===== config.mk =====
export PLATFORM = sky130hd
export DESIGN_NAME = cyclic_animation_timer_unit_flat
export DESIGN_NICKNAME = d
export VERILOG_FILES = /design/src/cat_pkg.sv /design/src/cat_ifs.sv /design/src/cyclic_animation_timer_unit.sv /design/src/flat_wrapper.sv
export VERILOG_INCLUDE_DIRS = /design/src /design/src/src
export SDC_FILE = /design/constraint.sdc
export NUM_CORES = 2
export LEC_CHECK = 0
export ABC_CLOCK_PERIOD_IN_PS = 10000
export BUFFER_PORTS_ARGS = -buffer_cell sky130_fd_sc_hd__buf_2
export CAP_MARGIN = 20
export CORE_MARGIN = 4
export CORE_UTILIZATION = 59
export DETAILED_ROUTE_END_ITERATION = 10
export PLACE_DENSITY = 0.87
export SLEW_MARGIN = 30
export SYNTH_ARGS = -nofsm -noshare
export SYNTH_HDL_FRONTEND = slang
export SYNTH_SLANG_ARGS = --single-unit

===== constraint.sdc =====
create_clock -name clk -period 10 [get_ports clk]
set_clock_uncertainty 0.15 [all_clocks]
set_input_delay 0.5 -clock clk [delete_from_list [all_inputs] [get_ports clk]]
set_output_delay 0.5 -clock clk [all_outputs]
set_load 0.02 [all_outputs]

===== src/cyclic_animation_timer_unit_defines.svh =====
// Assertion macros shared by the cyclic animation timer RTL.
`ifndef CYCLIC_ANIMATION_TIMER_UNIT_DEFINES_SVH
`define CYCLIC_ANIMATION_TIMER_UNIT_DEFINES_SVH

// Checks that cons holds in the same cycle whenever ante holds.
`define CAT_ASSERT_NOW(label, ante, cons, msg) \
    label: assert property (@(posedge clk) disable iff (!rst_n) (ante) |-> (cons)) \
        else $error(msg);

// Checks that cons holds in the cycle after ante held.
`define CAT_ASSERT_NEXT(label, ante, cons, msg) \
    label: assert property (@(posedge clk) disable iff (!rst_n) (ante) |=> (cons)) \
        else $error(msg);

`endif


===== src/cat_pkg.sv =====
// Types and constants of the cyclic animation timer.
package cat_pkg;

    localparam int MAX_EVENTS = 8;
    localparam int EV_W       = $clog2(MAX_EVENTS + 1);

    localparam int FUNC_W     = 2;
    localparam int AMOUNT_W   = 24;
    localparam int KIND_W     = 2;
    localparam int INDEX_W    = 32;
    localparam int PROG_W     = 19;
    localparam int CFG_IDX_W  = 3;
    localparam int CFG_DATA_W = 31;

    localparam int DIV_STEPS  = 32;
    localparam int PROG_STEPS = 18;
    localparam int CNT_W      = $clog2(DIV_STEPS);

    // Epsilon of 0.001 s in Q16.16.
    localparam logic signed [33:0] EPS_Q16 = 34'sd66;

    localparam logic signed [20:0] T_HALF = 21'sd32768;
    localparam logic signed [20:0] T_ONE  = 21'sd65536;
    localparam logic signed [20:0] T_TWO  = 21'sd131072;

    typedef enum logic [1:0] {
        FUNC_TICK   = 2'd0,
        FUNC_PLAY   = 2'd1,
        FUNC_RESUME = 2'd2,
        FUNC_STOP   = 2'd3
    } func_t;

    typedef enum logic [1:0] {
        KIND_STATUS    = 2'd0,
        KIND_START     = 2'd1,
        KIND_CYCLE_END = 2'd2,
        KIND_END       = 2'd3
    } kind_t;

    typedef enum logic [2:0] {
        CFG_CYCLE_TIME     = 3'd0,
        CFG_CYCLE_LIMIT    = 3'd1,
        CFG_SPEED          = 3'd2,
        CFG_SAVE_EVENTS    = 3'd3,
        CFG_ALTERNATE_MODE = 3'd4,
        CFG_REVERSED_MODE  = 3'd5,
        CFG_STOP_AT_END    = 3'd6
    } cfg_idx_t;

    typedef enum logic [11:0] {
        ST_IDLE = 12'b0000_0000_0001,
        ST_MUL  = 12'b0000_0000_0010,
        ST_ADD  = 12'b0000_0000_0100,
        ST_CHK  = 12'b0000_0000_1000,
        ST_CDIV = 12'b0000_0001_0000,
        ST_CEND = 12'b0000_0010_0000,
        ST_PREP = 12'b0000_0100_0000,
        ST_MDIV = 12'b0000_1000_0000,
        ST_PSET = 12'b0001_0000_0000,
        ST_PDIV = 12'b0010_0000_0000,
        ST_FIN  = 12'b0100_0000_0000,
        ST_EMIT = 12'b1000_0000_0000
    } state_t;

endpackage


===== src/cat_ifs.sv =====
// Channel interfaces of the cyclic animation timer: commands, results, configuration.
interface cat_cmd_if;
    logic                          valid;
    logic                          ready;
    logic [cat_pkg::FUNC_W-1:0]    func;
    logic [cat_pkg::AMOUNT_W-1:0]  amount;

    modport source (output valid, output func, output amount, input ready);
    modport sink   (input valid, input func, input amount, output ready);
endinterface

interface cat_res_if;
    logic                                valid;
    logic                                ready;
    logic [cat_pkg::KIND_W-1:0]          kind;
    logic [cat_pkg::INDEX_W-1:0]         event_index;
    logic signed [cat_pkg::PROG_W-1:0]   progression;
    logic                                running;
    logic                                last;

    modport source (output valid, output kind, output event_index, output progression,
                    output running, output last, input ready);
    modport sink   (input valid, input kind, input event_index, input progression,
                    input running, input last, output ready);
endinterface

interface cat_cfg_if;
    logic                            valid;
    logic                            ready;
    logic [cat_pkg::CFG_IDX_W-1:0]   index;
    logic [cat_pkg::CFG_DATA_W-1:0]  data;

    modport source (output valid, output index, output data, input ready);
    modport sink   (input valid, input index, input data, output ready);
endinterface


===== src/cyclic_animation_timer_unit.sv =====
// Play, resume, stop and idle ticks pass prep, progression division, finish and emit; a
// running tick first passes multiply, add and check, one that completes cycles also cycle
// division and cycle end. Modulo division runs when the accumulator exceeds the cycle time;
// a progression saturated low skips the 18-step division. One command at a time uses the
// shared restoring divide unit; a new command is taken while the closing status item waits.
// Reset: accumulator, cycle index and flags clear; registers take their documented values.
`include "cyclic_animation_timer_unit_defines.svh"

module cyclic_animation_timer_unit (
    input  logic      clk,
    input  logic      rst_n,
    cat_cmd_if.sink   cmd,
    cat_res_if.source result,
    cat_cfg_if.sink   cfg
);
    import cat_pkg::*;

    // Configuration registers.
    logic [30:0]        cycle_time_reg;
    logic [15:0]        cycle_limit_reg;
    logic signed [15:0] speed_reg;
    logic               save_events_reg;
    logic               alternate_mode_reg;
    logic               reversed_mode_reg;
    logic               stop_at_end_reg;

    // Control state.
    state_t             state_reg, state_next;
    logic [31:0]        acc_reg, acc_next;
    logic [31:0]        cycle_index_reg, cycle_index_next;
    logic               paused_reg, paused_next;
    logic               stopped_reg, stopped_next;
    logic [CNT_W-1:0]   cnt_reg, cnt_next;
    logic               ev_start_reg, ev_start_next;
    logic [EV_W-1:0]    ev_ce_left_reg, ev_ce_left_next;
    logic               ev_end_reg, ev_end_next;
    logic [EV_W-1:0]    ev_cnt_reg, ev_cnt_next;
    logic               out_valid_reg, out_valid_next;

    // Datapath registers.
    logic [AMOUNT_W-1:0] amt_reg, amt_next;
    logic signed [40:0]  prod_reg, prod_next;
    logic [30:0]         div_rem_reg, div_rem_next;
    logic [31:0]         div_dq_reg, div_dq_next;
    logic [31:0]         x_reg, x_next;
    logic                neg_reg, neg_next;
    logic                clamp_reg, clamp_next;
    logic [31:0]         ce_idx_reg, ce_idx_next;
    logic signed [PROG_W-1:0] prog_reg, prog_next;
    kind_t               out_kind_reg, out_kind_next;
    logic [INDEX_W-1:0]  out_index_reg, out_index_next;
    logic signed [PROG_W-1:0] out_prog_reg, out_prog_next;
    logic                out_run_reg, out_run_next;
    logic                out_last_reg, out_last_next;

    // Shared datapath signals.
    logic [30:0]        ct_eff;
    logic [31:0]        div_shift;
    logic [32:0]        div_diff;
    logic               div_ge;
    logic [30:0]        div_rem_step;
    logic [31:0]        div_dq_step;
    logic signed [32:0] inc;
    logic signed [33:0] sum;
    logic [31:0]        sum_sat;
    logic signed [33:0] acc34;
    logic signed [33:0] th34;
    logic signed [33:0] d34;
    logic [15:0]        kend;
    logic               cyc_ends;
    logic [32:0]        m33;
    logic [31:0]        x_mag;
    logic [20:0]        q21;
    logic signed [20:0] t0, t_dbl, t1, t2;
    logic               out_free;
    logic               ev_room;
    logic               running;

    assign ct_eff = (cycle_time_reg == '0) ? 31'd1 : cycle_time_reg;
    assign running = !paused_reg && !stopped_reg;

    // One restoring division step: one quotient bit per cycle.
    assign div_shift    = {div_rem_reg, div_dq_reg[31]};
    assign div_diff     = {1'b0, div_shift} - {2'b00, ct_eff};
    assign div_ge       = !div_diff[32];
    assign div_rem_step = div_ge ? div_diff[30:0] : div_shift[30:0];
    assign div_dq_step  = {div_dq_reg[30:0], div_ge};

    // Increment is floor(speed * amount / 256); the sum saturates to 32 bits.
    assign inc = prod_reg[40:8];
    assign sum = {{2{acc_reg[31]}}, acc_reg} + {inc[32], inc};
    always_comb
    begin
        if (sum[33:31] == 3'b000 || sum[33:31] == 3'b111)
            sum_sat = sum[31:0];
        else if (sum[33])
            sum_sat = 32'h8000_0000;
        else
            sum_sat = 32'h7FFF_FFFF;
    end

    assign acc34 = {{2{acc_reg[31]}}, acc_reg};
    assign th34  = $signed({3'b000, ct_eff}) - EPS_Q16;
    assign d34   = acc34 - th34;

    // Cycles left before the end; a cycle index already at the limit ends on the next cycle.
    assign kend = ({16'd0, cycle_limit_reg} > cycle_index_reg)
                ? (cycle_limit_reg - cycle_index_reg[15:0]) : 16'd1;
    assign cyc_ends = (cycle_limit_reg != '0) && (div_dq_reg >= {16'd0, kend - 16'd1});
    assign m33 = cyc_ends ? {17'd0, kend} : ({1'b0, div_dq_reg} + 33'd1);

    assign x_mag = x_reg[31] ? (32'd0 - x_reg) : x_reg;

    // Progression post-processing: sign, fold, reverse and saturate.
    assign q21 = {3'b000, div_dq_reg[17:0]};
    always_comb
    begin
        if (clamp_reg)
            t0 = -T_TWO;
        else if (neg_reg)
            t0 = -$signed(q21 + {20'd0, (div_rem_reg != '0)});
        else
            t0 = $signed(q21);
        t_dbl = t0 <<< 1;
        if (alternate_mode_reg)
            t1 = (t0 < T_HALF) ? t_dbl : (T_TWO - t_dbl);
        else
            t1 = t0;
        if (reversed_mode_reg)
            t2 = T_ONE - t1;
        else
            t2 = t1;
    end

    assign out_free = !out_valid_reg || result.ready;
    assign ev_room  = ev_cnt_reg < EV_W'(MAX_EVENTS);

    assign cmd.ready          = (state_reg == ST_IDLE);
    assign cfg.ready          = 1'b1;
    assign result.valid       = out_valid_reg;
    assign result.kind        = out_kind_reg;
    assign result.event_index = out_index_reg;
    assign result.progression = out_prog_reg;
    assign result.running     = out_run_reg;
    assign result.last        = out_last_reg;

    always_comb
    begin
        state_next       = state_reg;
        acc_next         = acc_reg;
        cycle_index_next = cycle_index_reg;
        paused_next      = paused_reg;
        stopped_next     = stopped_reg;
        cnt_next         = cnt_reg;
        ev_start_next    = ev_start_reg;
        ev_ce_left_next  = ev_ce_left_reg;
        ev_end_next      = ev_end_reg;
        ev_cnt_next      = ev_cnt_reg;
        out_valid_next   = out_valid_reg;
        amt_next         = amt_reg;
        prod_next        = prod_reg;
        div_rem_next     = div_rem_reg;
        div_dq_next      = div_dq_reg;
        x_next           = x_reg;
        neg_next         = neg_reg;
        clamp_next       = clamp_reg;
        ce_idx_next      = ce_idx_reg;
        prog_next        = prog_reg;
        out_kind_next    = out_kind_reg;
        out_index_next   = out_index_reg;
        out_prog_next    = out_prog_reg;
        out_run_next     = out_run_reg;
        out_last_next    = out_last_reg;

        if (result.ready)
            out_valid_next = 1'b0;

        unique case (state_reg)
            ST_IDLE:
            begin
                if (cmd.valid)
                begin
                    amt_next        = cmd.amount;
                    ev_start_next   = 1'b0;
                    ev_ce_left_next = '0;
                    ev_end_next     = 1'b0;
                    state_next      = ST_PREP;
                    unique case (func_t'(cmd.func))
                        FUNC_TICK:
                        begin
                            if (running)
                                state_next = ST_MUL;
                        end
                        FUNC_PLAY:
                        begin
                            acc_next         = 32'd0 - {8'd0, cmd.amount};
                            cycle_index_next = '0;
                            paused_next      = 1'b0;
                            stopped_next     = 1'b0;
                        end
                        FUNC_RESUME:
                        begin
                            paused_next  = 1'b0;
                            stopped_next = 1'b0;
                        end
                        FUNC_STOP:
                        begin
                            stopped_next = 1'b1;
                        end
                        default:
                        begin
                            state_next = ST_PREP;
                        end
                    endcase
                end
            end
            ST_MUL:
            begin
                prod_next  = speed_reg * $signed({1'b0, amt_reg});
                state_next = ST_ADD;
            end
            ST_ADD:
            begin
                acc_next      = sum_sat;
                ev_start_next = acc_reg[31] && !sum_sat[31] && save_events_reg;
                state_next    = ST_CHK;
            end
            ST_CHK:
            begin
                if (acc34 >= th34)
                begin
                    div_rem_next = '0;
                    div_dq_next  = d34[31:0];
                    cnt_next     = CNT_W'(DIV_STEPS - 1);
                    state_next   = ST_CDIV;
                end
                else
                begin
                    state_next = ST_PREP;
                end
            end
            ST_CDIV:
            begin
                div_rem_next = div_rem_step;
                div_dq_next  = div_dq_step;
                cnt_next     = cnt_reg - 1'b1;
                if (cnt_reg == '0)
                    state_next = ST_CEND;
            end
            ST_CEND:
            begin
                // The remainder r gives acc - (q + 1) * ct = r - epsilon without a multiply.
                ce_idx_next      = cycle_index_reg;
                cycle_index_next = cycle_index_reg + m33[31:0];
                if (!save_events_reg)
                    ev_ce_left_next = '0;
                else if (m33 >= 33'(MAX_EVENTS))
                    ev_ce_left_next = EV_W'(MAX_EVENTS);
                else
                    ev_ce_left_next = m33[EV_W-1:0];
                ev_end_next = cyc_ends && save_events_reg;
                if (cyc_ends)
                begin
                    acc_next    = {1'b0, ct_eff};
                    paused_next = 1'b1;
                    if (stop_at_end_reg)
                        stopped_next = 1'b1;
                end
                else
                begin
                    acc_next = {1'b0, div_rem_reg} - 32'd66;
                end
                state_next = ST_PREP;
            end
            ST_PREP:
            begin
                if ($signed(acc_reg) > $signed({1'b0, ct_eff}))
                begin
                    div_rem_next = '0;
                    div_dq_next  = acc_reg;
                    cnt_next     = CNT_W'(DIV_STEPS - 1);
                    state_next   = ST_MDIV;
                end
                else
                begin
                    x_next     = acc_reg;
                    state_next = ST_PSET;
                end
            end
            ST_MDIV:
            begin
                div_rem_next = div_rem_step;
                div_dq_next  = div_dq_step;
                cnt_next     = cnt_reg - 1'b1;
                if (cnt_reg == '0)
                begin
                    x_next     = {1'b0, div_rem_step};
                    state_next = ST_PSET;
                end
            end
            ST_PSET:
            begin
                // At or below the negative of the doubled cycle time the result saturates whatever the modes.
                neg_next   = x_reg[31];
                clamp_next = x_reg[31] && (x_mag >= {ct_eff, 1'b0});
                if (x_reg[31] && (x_mag >= {ct_eff, 1'b0}))
                begin
                    state_next = ST_FIN;
                end
                else
                begin
                    div_rem_next = {1'b0, x_mag[31:2]};
                    div_dq_next  = {x_mag[1:0], 30'd0};
                    cnt_next     = CNT_W'(PROG_STEPS - 1);
                    state_next   = ST_PDIV;
                end
            end
            ST_PDIV:
            begin
                div_rem_next = div_rem_step;
                div_dq_next  = div_dq_step;
                cnt_next     = cnt_reg - 1'b1;
                if (cnt_reg == '0)
                    state_next = ST_FIN;
            end
            ST_FIN:
            begin
                if (t2 > T_TWO)
                    prog_next = PROG_W'(T_TWO);
                else if (t2 < -T_TWO)
                    prog_next = PROG_W'(-T_TWO);
                else
                    prog_next = t2[PROG_W-1:0];
                ev_cnt_next = '0;
                state_next  = ST_EMIT;
            end
            ST_EMIT:
            begin
                if (out_free)
                begin
                    out_valid_next = 1'b1;
                    out_prog_next  = prog_reg;
                    out_run_next   = running;
                    out_last_next  = 1'b0;
                    ev_cnt_next    = ev_cnt_reg + 1'b1;
                    if (ev_room && ev_start_reg)
                    begin
                        out_kind_next  = KIND_START;
                        out_index_next = '0;
                        ev_start_next  = 1'b0;
                    end
                    else if (ev_room && ev_ce_left_reg != '0)
                    begin
                        out_kind_next   = KIND_CYCLE_END;
                        out_index_next  = ce_idx_reg;
                        ce_idx_next     = ce_idx_reg + 32'd1;
                        ev_ce_left_next = ev_ce_left_reg - 1'b1;
                    end
                    else if (ev_room && ev_end_reg)
                    begin
                        out_kind_next  = KIND_END;
                        out_index_next = cycle_index_reg;
                        ev_end_next    = 1'b0;
                    end
                    else
                    begin
                        out_kind_next  = KIND_STATUS;
                        out_index_next = '0;
                        out_last_next  = 1'b1;
                        ev_cnt_next    = ev_cnt_reg;
                        state_next     = ST_IDLE;
                    end
                end
            end
            default:
            begin
                state_next = ST_IDLE;
            end
        endcase
    end

    always_ff @(posedge clk or negedge rst_n)
    begin
        if (!rst_n)
        begin
            cycle_time_reg     <= 31'd65536;
            cycle_limit_reg    <= '0;
            speed_reg          <= 16'sd256;
            save_events_reg    <= 1'b1;
            alternate_mode_reg <= 1'b0;
            reversed_mode_reg  <= 1'b0;
            stop_at_end_reg    <= 1'b0;
            state_reg          <= ST_IDLE;
            acc_reg            <= '0;
            cycle_index_reg    <= '0;
            paused_reg         <= 1'b0;
            stopped_reg        <= 1'b0;
            cnt_reg            <= '0;
            ev_start_reg       <= 1'b0;
            ev_ce_left_reg     <= '0;
            ev_end_reg         <= 1'b0;
            ev_cnt_reg         <= '0;
            out_valid_reg      <= 1'b0;
        end
        else
        begin
            if (cfg.valid)
            begin
                unique case (cfg_idx_t'(cfg.index))
                    CFG_CYCLE_TIME:     cycle_time_reg     <= cfg.data;
                    CFG_CYCLE_LIMIT:    cycle_limit_reg    <= cfg.data[15:0];
                    CFG_SPEED:          speed_reg          <= $signed(cfg.data[15:0]);
                    CFG_SAVE_EVENTS:    save_events_reg    <= cfg.data[0];
                    CFG_ALTERNATE_MODE: alternate_mode_reg <= cfg.data[0];
                    CFG_REVERSED_MODE:  reversed_mode_reg  <= cfg.data[0];
                    CFG_STOP_AT_END:    stop_at_end_reg    <= cfg.data[0];
                    default:
                    begin
                        stop_at_end_reg <= stop_at_end_reg;
                    end
                endcase
            end
            state_reg       <= state_next;
            acc_reg         <= acc_next;
            cycle_index_reg <= cycle_index_next;
            paused_reg      <= paused_next;
            stopped_reg     <= stopped_next;
            cnt_reg         <= cnt_next;
            ev_start_reg    <= ev_start_next;
            ev_ce_left_reg  <= ev_ce_left_next;
            ev_end_reg      <= ev_end_next;
            ev_cnt_reg      <= ev_cnt_next;
            out_valid_reg   <= out_valid_next;
        end
    end

    always_ff @(posedge clk)
    begin
        amt_reg       <= amt_next;
        prod_reg      <= prod_next;
        div_rem_reg   <= div_rem_next;
        div_dq_reg    <= div_dq_next;
        x_reg         <= x_next;
        neg_reg       <= neg_next;
        clamp_reg     <= clamp_next;
        ce_idx_reg    <= ce_idx_next;
        prog_reg      <= prog_next;
        out_kind_reg  <= out_kind_next;
        out_index_reg <= out_index_next;
        out_prog_reg  <= out_prog_next;
        out_run_reg   <= out_run_next;
        out_last_reg  <= out_last_next;
    end

    `CAT_ASSERT_NEXT(a_busy_after_cmd, cmd.valid && cmd.ready, !cmd.ready,
        "command taken while the previous one is still in work")
    `CAT_ASSERT_NOW(a_event_only_in_emit, out_valid_reg && !out_last_reg,
        state_reg == ST_EMIT, "event item pending after the status item was issued")
    `CAT_ASSERT_NOW(a_event_cap, out_valid_reg, ev_cnt_reg <= EV_W'(MAX_EVENTS),
        "more event items than the cap")
    `CAT_ASSERT_NOW(a_prog_range, out_valid_reg,
        (out_prog_reg <= 19'sd131072) && (out_prog_reg >= -19'sd131072),
        "progression outside its saturation range")

endmodule

===== src/flat_wrapper.sv =====
// flat-port wrapper written by rule: the top's interface ports become plain ports
module cyclic_animation_timer_unit_flat import cat_pkg::*;
  (clk, rst_n, cmd_valid, cmd_func, cmd_amount, cmd_ready, result_valid, result_kind, result_event_index, result_progression, result_running, result_last, result_ready, cfg_valid, cfg_index, cfg_data, cfg_ready);
  cat_cmd_if cmd_i ();
  cat_res_if result_i ();
  cat_cfg_if cfg_i ();
  input  logic clk;
  input  logic rst_n;
  input wire logic [$bits(cmd_i.valid)-1:0] cmd_valid;
  input wire logic [$bits(cmd_i.func)-1:0] cmd_func;
  input wire logic [$bits(cmd_i.amount)-1:0] cmd_amount;
  output wire logic [$bits(cmd_i.ready)-1:0] cmd_ready;
  output wire logic [$bits(result_i.valid)-1:0] result_valid;
  output wire logic [$bits(result_i.kind)-1:0] result_kind;
  output wire logic [$bits(result_i.event_index)-1:0] result_event_index;
  output wire logic [$bits(result_i.progression)-1:0] result_progression;
  output wire logic [$bits(result_i.running)-1:0] result_running;
  output wire logic [$bits(result_i.last)-1:0] result_last;
  input wire logic [$bits(result_i.ready)-1:0] result_ready;
  input wire logic [$bits(cfg_i.valid)-1:0] cfg_valid;
  input wire logic [$bits(cfg_i.index)-1:0] cfg_index;
  input wire logic [$bits(cfg_i.data)-1:0] cfg_data;
  output wire logic [$bits(cfg_i.ready)-1:0] cfg_ready;
  assign cmd_i.valid = cmd_valid;
  assign cmd_i.func = cmd_func;
  assign cmd_i.amount = cmd_amount;
  assign cmd_ready = cmd_i.ready;
  assign result_valid = result_i.valid;
  assign result_kind = result_i.kind;
  assign result_event_index = result_i.event_index;
  assign result_progression = result_i.progression;
  assign result_running = result_i.running;
  assign result_last = result_i.last;
  assign result_i.ready = result_ready;
  assign cfg_i.valid = cfg_valid;
  assign cfg_i.index = cfg_index;
  assign cfg_i.data = cfg_data;
  assign cfg_ready = cfg_i.ready;
  cyclic_animation_timer_unit u_core (.clk(clk), .rst_n(rst_n), .cmd(cmd_i), .result(result_i), .cfg(cfg_i));
endmodule

Word level (Yosys, flattened, before mapping)
Index checks and enable logic that the tools add are counted.

Register bits: 429. Bits in latches: 0. Bits in writable memories: 0. Bits in read-only memories: 0. Input bits: 65. Output and inout bits: 58. Memories: 0.

$add $sub $neg: 19. $mul: 1. Divide/modulo/power cells: 0. Order comparisons: 10. Equality and inequality tests: 43. Shift-type cells: 0. Mux-type cells: 91. Bitwise operators: 0. Reduce and logical (&&, ||, !) cells: 57.

Operators with widths (number): $mux 32 (18); $pmux 32 s2 (3); $mux 31 (5); $pmux 12 s12 (1); $pmux 32 s4 (1); $pmux 31 s4 (1); $mux 12 (9); $mux 21 (5); $pmux 32 s3 (1); $ge 32x32->1 (2); $sub 31x7->32 const B (2); $mul 16x25->41 (1); $mux 4 (10); $add 32x33->34 (1); $add 32x1->33 const B (1); $ge 33x4->1 const B (1); $mux 33 (1); $sub 32x31->33 (1); $add 32x1->32 const B (1); $add 32x32->32 (1); $ge 32x16->1 (1); $gt 16x32->1 (1); $gt 32x32->1 (1); $sub 1x32->32 const A (1); 69 further kinds (151).

Depth between registers and ports, before layout
Depth in word-level cells: 12. Depth in mapped cells: 54. Depth with buffers taken out: 52.

Least setup slack after synthesis
OpenSTA, ideal clock, no wires.

Path kind: register -> register. Start point: register u_core.cycle_limit_reg[0]. End point: register u_core.cycle_index_reg[31]. Data arrival time: 9476 ps. Path slack: 290 ps. Cell stages (with the launch flop): 54. Period minus slack after synthesis: 9710 ps. Cells stage by stage: dfrtp_1 inv_1 ha_1 inv_1 fa_1 a21o_1 a21oi_1 o21ai_0 a21oi_1 o21ai_0 a21oi_1 o21ai_0 a21oi_1 o21bai_1 a21oi_1 o21a_1 nor2_1 nand2_1 [... 18 more ...] inv_1 ha_1 a21o_1 a21oi_1 o21ai_0 a21oi_1 o21ai_0 a211oi_1 o21ai_0 nand3_1 a31oi_1 a211oi_1 o31ai_1 a31o_2 and2_1 o32ai_1 mux2i_1 o21ai_0.

Cells in the longest elaborated chain, start to end: 8. Elaborated cells on any way between the ends: 10. Classes of those cells: 3 x add/sub; 2 x order compare; 3 x mux; 2 x reduce/logical.

Ends and longest elaborated chain: start, declared (RTL line cyclic_animation_timer_unit.sv:20) `logic [15:0] cycle_limit_reg;`; start signal, assigned (RTL line cyclic_animation_timer_unit.sv:411) `CFG_CYCLE_LIMIT: cycle_limit_reg <= cfg.data[15:0];`; $gt 16x32->1 or $sub 16x16->16 (tied branches) (RTL line cyclic_animation_timer_unit.sv:107, cyclic_animation_timer_unit.sv:108); $mux 16 (RTL line cyclic_animation_timer_unit.sv:108) `? (cycle_limit_reg - cycle_index_reg[15:0]) : 16'd1;`; $sub 16x1->16 (RTL line cyclic_animation_timer_unit.sv:109) `assign cyc_ends = (cycle_limit_reg != '0) && (div_dq_reg >= {16'd0, kend - 16'd1});`; $ge 32x16->1 (RTL line cyclic_animation_timer_unit.sv:109); $logic_and 1x1->1 (RTL line cyclic_animation_timer_unit.sv:109); $mux 33 * (RTL line cyclic_animation_timer_unit.sv:110) `assign m33 = cyc_ends ? {17'd0, kend} : ({1'b0, div_dq_reg} + 33'd1);`; $add 32x32->32 * (RTL line cyclic_animation_timer_unit.sv:254) `cycle_index_next = cycle_index_reg + m33[31:0];`; $pmux 32 s2 * (RTL line cyclic_animation_timer_unit.sv:178) `unique case (state_reg)`; end signal, assigned (RTL line cyclic_animation_timer_unit.sv:425) `cycle_index_reg <= cycle_index_next;`; end, declared (RTL line cyclic_animation_timer_unit.sv:30) `logic [31:0] cycle_index_reg, cycle_index_next;`.

Every way passes the cells marked *; elsewhere a longest branch is shown, timed or not. A chain may end at the register's enable or synchronous reset.

Worst setup path in the final report
Start point: register u_core.div_rem_reg[8]. End point: register u_core.prog_reg[13] (data pin).

Cells in the longest elaborated chain, start to end: 12. Elaborated cells on any way between the ends: 14. Classes of those cells: 4 x add/sub; 3 x order compare; 5 x mux; 2 x reduce/logical.

Ends and longest elaborated chain: start, declared (RTL line cyclic_animation_timer_unit.sv:43) `logic [30:0] div_rem_reg, div_rem_next;`; start signal, assigned (RTL line cyclic_animation_timer_unit.sv:441) `div_rem_reg <= div_rem_next;`; $reduce_bool 31->1 * (RTL line cyclic_animation_timer_unit.sv:121) `t0 = -$signed(q21 + {20'd0, (div_rem_reg != '0)});`; $add 18x1->19 * (RTL line cyclic_animation_timer_unit.sv:121); $neg 21->21 * (RTL line cyclic_animation_timer_unit.sv:121); $mux 21 * (RTL line cyclic_animation_timer_unit.sv:120) `else if (neg_reg)`; $mux 21 * (RTL line cyclic_animation_timer_unit.sv:118) `if (clamp_reg)`; $sub 19x21->21 or $lt 21x17->1 (tied branches) (RTL line cyclic_animation_timer_unit.sv:126) `t1 = (t0 < T_HALF) ? t_dbl : (T_TWO - t_dbl);`; $mux 21 (RTL line cyclic_animation_timer_unit.sv:126); $mux 21 * (RTL line cyclic_animation_timer_unit.sv:125) `if (alternate_mode_reg)`; $sub 18x21->21 (RTL line cyclic_animation_timer_unit.sv:130) `t2 = T_ONE - t1;`; $mux 21 * (RTL line cyclic_animation_timer_unit.sv:129) `if (reversed_mode_reg)`; $lt 21x18->1 or $gt 21x19->1 (tied branches) (RTL line cyclic_animation_timer_unit.sv:330, cyclic_animation_timer_unit.sv:328); $reduce_or 2->1 (no line); end signal, assigned (RTL line cyclic_animation_timer_unit.sv:447) `prog_reg <= prog_next;`; end, declared (RTL line cyclic_animation_timer_unit.sv:49) `logic signed [PROG_W-1:0] prog_reg, prog_next;`.

Marked as above.

==> results_dict.tcl <==
set metrics [dict create \
    grt_max_degree 76 \
    dr_wl_met3_um 12330 \
    largest_reg_flops 33 \
    met1Wirelength_um 49040 \
    postSynthAreaPerCell_um2 8.784 \
    maxCapViolCount 0 \
    hold_viol_final 0 \
    clock_path_buffers 3 \
    critPathKind "register to register" \
    syn-cell-area_um2 44740 \
    maxClockFrequency_mhz 106.7 \
    layout_common_cells "623 x nand2_1, 493 x inv_1, 375 x ha_1, 370 x o21ai_0, 328 x nor2_1" \
    worstPathMaxFanout 23 \
    max_slew_margin 0.3076 \
    start_kind "register" \
    final_max_slew_viol_count 0 \
    die_x_um 283.4 \
    totalWireLength_um 128700 \
    initial_core_util 0.5979 \
    synth_edf_count 260 \
    outcome "finished, final reports clean" \
    mostFrequentLayoutCell "nand2_1" \
    cts_tree "built" \
    drive_above_1_share 0.07957 \
    required_ns 10.18 \
    drcViolationCount 0 \
    io_pins 123 \
    std_cell_rows 100 \
    die_area_um2 80300 \
    setup_viol 0 \
    io_buffers 121 \
    clk_pin_slew_ns 0.06 \
    gp_congestion 1.010 \
    ys_top_cells_by_area "edfxtp_1 17%, fa_1 14%, ha_1 10%, dfrtp_1 8.8%, nand2_1 5.2%" \
    rsz0062_at_grt "no" \
    vias 38850 \
    final_cell_area_um2 48250 \
    fin_setup_tns_ns 0 \
    grt_pass1_wl_um 203800 \
    place_area_um2 46360 \
    area_delta_synth_final_pct 7.845 \
    period_minus_slack_ns 9.368 \
    path_cells "or4_1 -> nor4_1 -> nand2b_1 -> or4_1 -> ha_1 -> ha_1 -> nor2_1 -> o21ai_0 -> or2_2 -> a221o_1 -> a2111oi_4 -> mux2i_1 -> or3_4 -> a31oi_2 -> buf_4 -> mux2i_1 -> o21ai_1 -> a211oi_4 -> a41oi_2 -> a31oi_1 -> or4_1 -> a21oi_2" \
    ant_nets 0 \
    dr.pass1.iters 7 \
    crit_path_end_kind "register" \
    dp_hpwl_um 99180 \
    antenna_found_initial 5 \
    synthCells 5093 \
    tightest_slew_ns 1.025 \
    cts.sinks 421 \
    vias_per_cell 6.315 \
    crit_family "simple AND/OR/NAND/NOR gates" \
    htree_levels 2 \
    dr.max_layer_used "met4" \
    synth-main-ff-cell "edfxtp_1" \
    cts-root-buf "clkbuf_16" \
    first_iter_violations 3841 \
    cts_made_buffers 48 \
    wl_per_cell_um 20.92 \
    core_area_um2 74820 \
    path_common_cell "or4_1" \
    die_y_um 283.4 \
    synth_top_area_frac 0.1745 \
    grt_pass1_vias 38430 \
    grt_overflow_total 0 \
    critical_path_buf_inv_count 1 \
    critPathMaxStageDelay_ns 0.71 \
    syn-num-nets 5844 \
    ys_seq_area_frac 0.2647 \
    dr_wl_met2_um 60400 \
    synth_warnings 0 \
    clock_latency_ns 0.62 \
    hold_class "primary input to register" \
    yosys.area.top_type "edfxtp_1" \
    async_flop_share 0.3824 \
    synth_seq_cells 421 \
    nets 5890 \
    crit_arrival_ns 9.55 \
    synth.distinct_cells 98 \
    min_period_over_period 0.9368 \
    crit_path_top_delay_cell "a31oi_1" \
    grt.total_usage 0.3116 \
    fin_util 0.6448 \
]
[cell type report]
cell class	instances	area, µm²
inverter	499	1873
clock buffer	72	1393
antenna	5	12.51
sequential	421	11840
multi-input combinational	3953	30320
fill	5961	26570
clock inverter	17	170.2
timing repair buffer	216	1428
tap	969	1212
[synth_stat cells, types with 66 or more instances]
cell type	instances
a21o_1	80
a21oi_1	237
and2_1	159
clkbuf_1	196
dfrtp_1	157
edfxtp_1	260
fa_1	311
ha_1	375
inv_1	495
nand2_1	623
nand2b_1	80
nand3_1	99
nand4_1	66
nor2_1	331
nor3_1	98
o21ai_0	375
xnor2_1	218
xor2_1	133
[kinds of logic after synthesis]
kind of cell	Yosys count	share of synthesized area
flip-flops	421	0.2647
buffers and inverters	719	0.06116
adder cells (fa/ha/maj)	686	0.2440
AND/OR/NAND/NOR	1754	0.1902
XOR/XNOR	351	0.06872
AO/OA/AOI/OAI	1085	0.1528
multiplexers	76	0.01835
other	1	0.00008382
[worst register-to-register path: cells and delay by family (launching register included)]
family,cells,cell delay (ns)
compound gates,9,3.19
flops,1,0.50
mux,2,0.46
simple gates,8,3.56
buf+inv,1,0.21
fa+ha+maj,2,1.02
[worst paths after layout]
kind                                       startpoint                      endpoint  slack [ns]  cells after the start
worst min-delay path                    cmd_amount[2]             u_core.amt_reg[2]        0.01                      1
min in group asynchronous                       rst_n            u_core.acc_reg[28]        0.26                      2
max in group asynchronous                       rst_n      u_core.reversed_mode_reg        8.21                      3
worst min register to register     u_core.prog_reg[2]  u_core.result.progression[2]        0.27                      0
worst max register to register  u_core.div_rem_reg[8]           u_core.prog_reg[13]        0.63                     22
worst max-delay path            u_core.div_rem_reg[8]           u_core.prog_reg[13]        0.63                     22
[routing by layer]
metal | vias to the layer above | global-route usage
met1 | 18630 | 0.3969
met3 | 449 | 0.05603
li1 | 17750 | -
met2 | 2023 | 0.5219
met5 | - | 0
met4 | 0 | 0.1380
[through the flow]
stage	cells	hold slack, ns	setup WS (ns)
floorplan	5093	0.05441	0.2900
global placement	6030	0.2528	0.4380
detailed placement	6031	0.2545	0.3338
CTS	6141	0.0001863	0.3130
global route	6149	0.004448	0.03981
finish	6152	0.009746	0.6321
[timing repair]
action / in CTS / in global routing
resized for setup: 0 / 13
buffers inserted: 0 / 5
hold buffers: 21 / 0
hold endpoints to repair: 78 / 0
endpoints found under the setup margin: 0 / 22
Power is left out: the tool's default activity adds up to more than one toggle a clock period on the data nets, which glitch-free logic cannot reach.
